==> src/rtl/edf_pkg.sv <==
// Types and codes for the EDF task table.
// No dependencies.
package edf_pkg;
  localparam logic [1:0] CMD_CREATE = 2'd0;
  localparam logic [1:0] CMD_DELETE = 2'd1;
  localparam logic [1:0] CMD_LIST_OVERDUE = 2'd2;
  localparam logic [1:0] CMD_LIST_ACTIVE = 2'd3;

  localparam logic [1:0] ST_OK = 2'd0;
  localparam logic [1:0] ST_NOT_FOUND = 2'd1;
  localparam logic [1:0] ST_FULL = 2'd2;
  localparam logic [1:0] ST_EMPTY = 2'd3;

  typedef struct packed {
    logic [7:0]  handle;
    logic [31:0] deadline;
    logic [2:0]  kind;
    logic [31:0] start_tick;
  } entry_t;

  // per-cycle control broadcast to every cell
  typedef struct packed {
    logic       shift_out;  // rotate toward index 0 (read-out)
    logic       insert;     // insert new entry at its sorted place
    logic       remove;     // close gap at matching position
    logic [6:0] rm_pos;     // position removed
  } cell_ctl_t;
endpackage

==> src/rtl/edf_cell.sv <==
// One slot of the active table chain.
// Depends on edf_pkg.
module edf_cell (
  input  logic                clk,
  input  edf_pkg::cell_ctl_t  ctl,
  input  logic [6:0]          my_pos,
  input  logic                valid,
  input  logic                ins_here,
  input  logic                ins_below,
  input  edf_pkg::entry_t     new_entry,
  input  edf_pkg::entry_t     prev_entry,
  input  edf_pkg::entry_t     next_entry,
  input  edf_pkg::entry_t     wrap_entry,
  input  logic                is_tail,
  output edf_pkg::entry_t     entry
);
  always_ff @(posedge clk) begin
    priority if (ctl.shift_out) begin
      entry <= is_tail ? wrap_entry : next_entry;
    end else if (ctl.insert && valid) begin
      if (ins_here) entry <= new_entry;
      else if (ins_below) entry <= prev_entry;
    end else if (ctl.remove && my_pos >= ctl.rm_pos) begin
      entry <= next_entry;
    end
  end
endmodule

==> config.mk <==
export PLATFORM = sky130hd
export DESIGN_NAME = edf_cell
export DESIGN_NICKNAME = d
export VERILOG_FILES = /design/src/rtl/edf_pkg.sv /design/src/rtl/edf_cell.sv
export SDC_FILE = /design/constraint.sdc
export NUM_CORES = 1
export LEC_CHECK = 0
export BUFFER_PORTS_ARGS = -buffer_cell sky130_fd_sc_hd__buf_2
export CELL_PAD_IN_SITES_DETAIL_PLACEMENT = 2
export CELL_PAD_IN_SITES_GLOBAL_PLACEMENT = 2
export CORE_MARGIN = 1.5
export CORE_UTILIZATION = 21
export CTS_BUF_LIST = sky130_fd_sc_hd__clkbuf_4
export CTS_CLUSTER_SIZE = 10
export DETAILED_ROUTE_END_ITERATION = 10
export PLACE_DENSITY = 0.9
export REMOVE_ABC_BUFFERS = 1
export SLEW_MARGIN = 10
export SYNTH_ARGS = -nofsm -noshare
export SYNTH_HDL_FRONTEND = slang
export SYNTH_SLANG_ARGS = --single-unit
==> constraint.sdc <==
create_clock -name clk -period 3.23 [get_ports clk]
set_input_delay 0.646 -clock clk [delete_from_list [all_inputs] [get_ports clk]]
set_output_delay 0.646 -clock clk [all_outputs]
set_load 0.05 [all_outputs]
# After elaboration in Yosys (flattened, before gate mapping)
# Index checks and enable logic that the tools add are counted.
# classes
magnitude_cmp,1
eq_ne,1
reduce_logical,4
muxes,6
# op_table
op,n
2-to-1 mux 75 bit,6
greater-or-equal comparator 7 bit,1
!= test 4 bit (second input constant),1
nonzero test 3 bit,1
logical AND 1 bit,2
AND reduction 2 bit,1
# word_totals
regBits,75
input_bits,322
out_inout_bits,75

# Logic depth before layout (Yosys ltp)
# Gate-level depths: netlist of the first run.
# depth
word_depth,5
depth_mapped,7

# Worst setup path after synthesis of the first run
# No wires, ideal clock.
# synth_path
path_kind,in2reg
from,in ctl[2] (netlist bit)
to,"reg entry[0] (netlist bit), enable pin"
setup_time_ns,0.439
path_slack_ns,-0.222
cell_stages,6
arrival_ns,3.012
n_path_buf,0
cell_sequence,inv_1 -> ha_1 -> o21a_1 -> o2111ai_1 -> a21oi_1 -> o22a_1
# synth_via
elab_chain_cells,4
# synth_rtl
element,line,text
start: declaration,edf_cell.sv:5,"input edf_pkg::cell_ctl_t ctl,"
greater-or-equal comparator 7 bit,edf_cell.sv:23,end else if (ctl.remove && my_pos >= ctl.rm_pos) begin
logical AND 1 bit,edf_cell.sv:23,
nonzero test 3 bit (no source line),n/a,
AND reduction 2 bit (no source line),n/a,
end signal: assignment,edf_cell.sv:21,if (ins_here) entry <= new_entry;
end signal: assignment,edf_cell.sv:22,else if (ins_below) entry <= prev_entry;
end signal: assignment,edf_cell.sv:24,entry <= next_entry;
end: declaration,edf_cell.sv:15,output edf_pkg::entry_t entry
# No other way between the ends.
# A chain may end at the register's enable or synchronous reset.

# Worst setup path after layout of the first run
# layout_path
from,in ctl[3] (netlist bit)
to,"reg entry[22] (netlist bit), enable pin"
# The elaborated chain is that of the path after synthesis.

==> summary.md, run 1 <==
| Metric | Value |
|---|---|
| Total grt overflow | `0` |
| Final core occ | `29.7%` |
| Worst-Margin Slew | `1.12 ns` |
| Vias per std cell | `4.61` |
| Leak pwr | `3.79 nW` |
| Final Critical Period | `2.31 ns` |
| Multi-input logic area | `3100 sq um` |
| Relative slew margins | `25.1%` |
| DP HPWL | `18.9 mm` |
| Largest registers | `entry x75` |
| CP Capture Type | `flop` |
| Initial Utilization | `21.4%` |
| Htree depth | `3` |
| Post-CTS Setup Inserts | `0` |
| Synth-to-layout area growth | `39.1%` |
| Worst-path cell chain | `buf_2 > inv_1 > ha_1 > o21a_1 > o2111ai_1 > a21oi_1 > o22a_4` |
| Core Area | `26900 sq um` |
| Final worst setup slack | `0.919 ns` |
| WL final | `23.9 mm` |
| Biggest register | `entry` |
| Pwr/cell area | `419 nW/um^2` |
| Clock-pin slew on the worst setup and hold paths | `0.12 ns` |
| Initial antenna violation count | `2` |
| # rows | `60` |
| Post-Syn Area per Cell | `9.50 sq um` |
| Hold buffers post-CTS | `0` |
| CTS tree | `done` |
| Drc violations | `0` |
| Outcome | `finished clean` |
| Port Buf Inserts | `396` |
| Max_cap viols | `0` |
| RePlAce Congestion | `0.780` |
| Syn Std Cell Area | `5740 sq um` |
| Synth area leader | `edfxtp_1` |
| Max Fanout on Critical Path | `75` |
| Iteration-0 DRC Markers | `205` |
| Max VDD drop | `108 uV` |
| Final setup viols | `0` |
| Die Span X | `168 um` |
| Nets | `1296` |
| Yosys synthesis warning count | `0` |
| GRT Total Usage | `16.5%` |
| Via count | `6048` |
| Crit path kind | `in2reg` |
| Slew Limit Fails | `0` |
| Hold crit path type | `in2reg` |
| Die ar. | `28300 sq um` |
| Setup TNS | `0 ns` |
| Worst Setup SP | `ctl[3]` |
| Clock Root Buffer | `clkbuf_4` |
| Clk buf depth | `2` |
| Largest net degree at the start of global routing | `134` |
| Final hold slack | `0.529 ns` |
| Worst slack at placement | `0.411 ns` |
| Synth top area share | `39.2%` |
| Post-synth cell types | `26` |
| Fin crit share | `71.6%` |
| CTS Buf Count | `9` |
| Die Span Y | `168 um` |
| Top area cells in the synthesized netlist | `edfxtp_1 39%, mux2_2 15%, mux2i_1 13%` |
| Fmax | `0.433 GHz` |
| Fill cells | `3180` |
| Max incr delay on CP | `0.91 ns` |
| First-pass GRT wire length | `36.2 mm` |
| CP max-delay cell | `o22a_4` |
| Final Hold Fails | `0` |
| Layout cells sized above 1 | `51.1%` |
| Hold_sp | `wrap_entry[73]` |
| Pre-Repair DR Iteration Count | `4` |
| Antenna viol nets, final | `0` |
| # IOs | `397` |
| Register area share after synthesis | `39.2%` |
| #FFs+latches synth | `75` |
| RSZ-0062 raised after global routing | `false` |
| Vias in the first global route | `6854` |
| Worst setup SP type | `input port` |
| CTS Sinks | `75` |
| Post-CTS Resized | `0` |
| Worst Path Required | `3.30 ns` |
| Crit path DAT | `2.39 ns` |
| Number of flip-flops under the largest register name | `75` |
| Placed cell areas | `7890 sq um` |
| Register area | `2250 sq um` |
| DR WL/cell | `18.2 um` |
| Final non-filler cell area | `7990 sq um` |
| Post-Syn Instances | `604` |
[synthesized netlist by cell type]
| master | count |
|---|---|
| nor3_2 | 1 |
| mux2_2 | 74 |
| o21a_1 | 1 |
| o21ai_0 | 36 |
| nand2_2 | 1 |
| mux2_4 | 1 |
| buf_4 | 2 |
| edfxtp_1 | 75 |
| o2111ai_1 | 1 |
| ha_1 | 7 |
| inv_1 | 9 |
| o21ai_2 | 1 |
| o22a_1 | 1 |
| o21ai_1 | 39 |
| buf_2 | 16 |
| clkbuf_1 | 15 |
| a21oi_1 | 77 |
| buf_6 | 9 |
| mux2i_1 | 74 |
| o32ai_2 | 1 |
| nand2_1 | 75 |
| buf_12 | 5 |
| o211ai_1 | 1 |
| nor3_1 | 1 |
| buf_1 | 3 |
| nor2_1 | 78 |
[routing by layer]
metal | vias up | share of wire (%) | wire, um | global-route usage [%]
met5 | - | 0.063 | 15 | 0
met4 | 2 | 2.7 | 644 | 6.29
met3 | 35 | 5.8 | 1390 | 3.43
met2 | 228 | 54 | 12900 | 32.4
met1 | 2892 | 37 | 8950 | 17.1
li1 | 2891 | - | - | -
[worst paths after layout]
kind                   to  slack [ns]  cells past startpoint
min   entry[73]$_DFFE_PP_        0.53                      3
max   entry[22]$_DFFE_PP_        0.92                      7
[logic make-up (layout without fill, tap and decap cells)]
kind of cell | after synthesis | after routing | synth area share, %
AOI/OAI and AO/OA | 158 | 158 | 14.3
buffers and inverters | 59 | 425 | 6.93
other | 0 | 1 | 0
DFF | 75 | 75 | 39.2
muxes | 149 | 149 | 27.7
and+or+nand+nor | 156 | 156 | 10.4
adders and majority gates | 7 | 7 | 1.53
[cell usage in the layout (no fill, tap or decap), types with 9 or more instances in the layout]
master    count
buf_2       393
nor2_1       78
a21oi_1      77
nand2_1      75
edfxtp_1     75
mux2i_1      74
mux2_2       74
o21ai_1      39
o21ai_0      36
clkbuf_4     10
inv_1         9
[stage by stage]
stage          total power, W  cells
6_report              0.00335   1312
5_1_grt               0.00352   1312
3_5_place_dp          0.00287   1297
3_3_place_gp          0.00282   1297
2_1_floorplan         0.00228    554
4_1_cts               0.00340   1311
[power by group]
group	internal, W	total [W]	switching (W)
combinational	0.000446	0.00150	0.00105
clock	0.000154	0.000527	0.000373
sequential	0.00128	0.00132	0.0000446
total	0.00188	0.00335	0.00147
[cell type report]
class / instances / area share [%]
clock inverter: 4 / 0.251
inverter: 9 / 0.423
antenna: 1 / 0.0313
sequential: 75 / 28.2
timing repair buffer: 402 / 25.9
clock buffer: 10 / 0.940
tap: 341 / 5.34
multi-input combinational: 470 / 38.9
[critical path: cells and delay by family]
family	cells	cell delay, ns
adder cells (fa/ha/maj)	1	0.27
AO/OA/AOI/OAI	4	1.30
buffers and inverters	2	0.12
Note: power is estimated with default switching activity, not from simulation.
==> inputs of run 2 (changes only) <==
Settings changed: CORE_UTILIZATION 21 to 23, PLACE_DENSITY 0.9 to 0.93.
Clock period 3.23 ns to 2.2 ns, I/O delays scaled along.
==> run 2 against run 1 <==
First-iteration DRC count fell by 20%. Hold slack got worse by 0.19 ns. Wire length rose by 0.14%. Largest power group unchanged. Critical path type unchanged. Count of clock-buffer cells in the layout did not move.
==> summary.md, run 2 (same netlist as run 1, synthesis figures left out) <==
| Metric | Value |
|---|---|
| # rows | `57 (-5.0%)` |
| Initial antenna violation count | `7 (+5)` |
| Clk buf depth | `2 (unchanged)` |
| Slew Limit Fails | `0 (unchanged)` |
| Core Area | `24400 sq um (-9.2%)` |
| Clock Root Buffer | `clkbuf_4` |
| RSZ-0062 raised after global routing | `false` |
| Largest net degree at the start of global routing | `79 (-41%)` |
| Biggest register | `entry` |
| Initial Utilization | `23.5% (+2.2 points)` |
| Worst setup SP type | `input port` |
| Final hold slack | `0.343 ns (-0.186 ns)` |
| Layout cells sized above 1 | `51.4% (+0.24 points)` |
| Total grt overflow | `0 (unchanged)` |
| Fin crit share | `75.4%` |
| Drc violations | `0 (unchanged)` |
| DR WL/cell | `18.3 um (+0.37%)` |
| Final non-filler cell area | `8230 sq um (+3.0%)` |
| Placed cell areas | `8010 sq um (+1.5%)` |
| Synth-to-layout area growth | `43.3%` |
| Nets | `1303 (+0.54%)` |
| Most frequent cells in the layout | `393 x buf_2, 78 x nor2_1, 77 x a21oi_1, 75 x nand2_1, 75 x edfxtp_1` |
| Pwr/cell area | `658 nW/um^2 (+57%)` |
| Htree depth | `3 (unchanged)` |
| DP HPWL | `19.2 mm (+1.7%)` |
| CP Capture Type | `flop` |
| Final Critical Period | `1.66 ns` |
| Hold crit path type | `in2reg` |
| Antenna viol nets, final | `0 (unchanged)` |
| Total power | `0.00541 W (+62%)` |
| RePlAce Congestion | `0.787 (+1.0%)` |
| Final Hold Fails | `0 (unchanged)` |
| WHS Path Cells | `3 (unchanged)` |
| Hold buffers post-CTS | `0 (unchanged)` |
| Max Fanout on Critical Path | `40 (-47%)` |
| Post-CTS Resized | `0 (unchanged)` |
| Crit path DAT | `1.82 ns (-0.57 ns)` |
| Fill cells | `2868 (-9.8%)` |
| CTS tree | `done` |
| Worst-Margin Slew | `0.363 ns (-0.760 ns)` |
| Via count | `6154 (+1.8%)` |
| Setup TNS | `0 ns (unchanged)` |
| Die ar. | `25900 sq um (-8.5%)` |
| Iteration-0 DRC Markers | `163 (-20%)` |
| Relative slew margins | `75.8% (+51 points)` |
| GRT Total Usage | `18.0% (+1.4 points)` |
| Max VDD drop | `216 uV (+100%)` |
| Pre-Repair DR Iteration Count | `4 (unchanged)` |
| Vias in the first global route | `6659 (-2.8%)` |
| Port Buf Inserts | `396 (unchanged)` |
| CTS Sinks | `75 (unchanged)` |
| Clock-pin slew on the worst setup and hold paths | `0.12 ns (about the same)` |
| Commonest non-fill, non-tap cell in the layout | `buf_2` |
| Number of flip-flops under the largest register name | `75 (unchanged)` |
| Outcome | `finished clean` |
| Die Span Y | `161 um (-4.4%)` |
| Placed Cells | `1287 (-0.77%)` |
| Crit path kind | `in2reg` |
| Final setup viols | `0 (unchanged)` |
| Max_cap viols | `0 (unchanged)` |
| Worst Path Required | `2.36 ns (-0.94 ns)` |
| Fmax | `0.602 GHz` |
| Leak pwr | `3.91 nW (+3.0%)` |
| # IOs | `397 (unchanged)` |
| Largest registers | `entry x75` |
| First-pass GRT wire length | `36.0 mm (-0.52%)` |
| Die Span X | `161 um (-4.4%)` |
| WL final | `24.0 mm (+0.14%)` |
| Final Non-Filler Cells | `1309 (-0.23%)` |
| Post-CTS Setup Inserts | `0 (unchanged)` |
| CTS Buf Count | `9 (unchanged)` |
| Vias per std cell | `4.70 (+2.0%)` |
## run 2: changes by cell type in the layout (fill, tap and decap cells not counted), sizes merged
cell,before,now
buf,402,409
clkinv,4,2
bufinv,0,4
diode,1,6
## run 2: worst paths after layout
kind	start	slack [ns]	end
min	wrap_entry[73]	0.34	entry[73]$_DFFE_PP_
max	ctl[2]	0.54	entry[74]$_DFFE_PP_
## run 2: layout make-up
| type | instances | area (sq um) | area share, % |
|---|---|---|---|
| inverter | 9 | 33.8 | 0.411 |
| sequential | 75 | 2250 | 27.4 |
| clock buffer | 10 | 75.1 | 0.913 |
| antenna | 6 | 15.0 | 0.183 |
| multi-input combinational | 470 | 3100 | 37.7 |
| tap | 324 | 405 | 4.93 |
| clock inverter | 6 | 128 | 1.55 |
| timing repair buffer | 409 | 2210 | 26.9 |
## run 2: metal layers
metal,GRT usage (%),vias to the layer above,part of all wire [%]
met1,18.9,2950,37
met2,33.8,239,53
met3,4.78,38,6.5
met4,7.03,2,2.8
met5,0,-,0.071
li1,-,2925,-
## run 2: critical path: stages
cell and delay [ns]:
buf_2 0.08, inv_1 0.04, ha_1 0.28, o21a_1 0.18, o2111ai_1 0.19, a21oi_1 0.08, o22a_4 0.28, buf_12 0.18
## run 2: power by group
part	internal (W)	leakage, nW	switching (W)
logic	0.000689	3.05	0.00154
registers	0.00188	0.751	0.0000722
clock network	0.000696	0.106	0.000539
total	0.00326	3.91	0.00215
## run 2: through the flow
stage	utilization (%)	worst slack [ns]
detailed placement	32.8	0.104
global placement	32.8	0.182
global route	33.7	0.506
finish	33.7	0.540
CTS	33.7	0.521
floorplan	-	-1.92
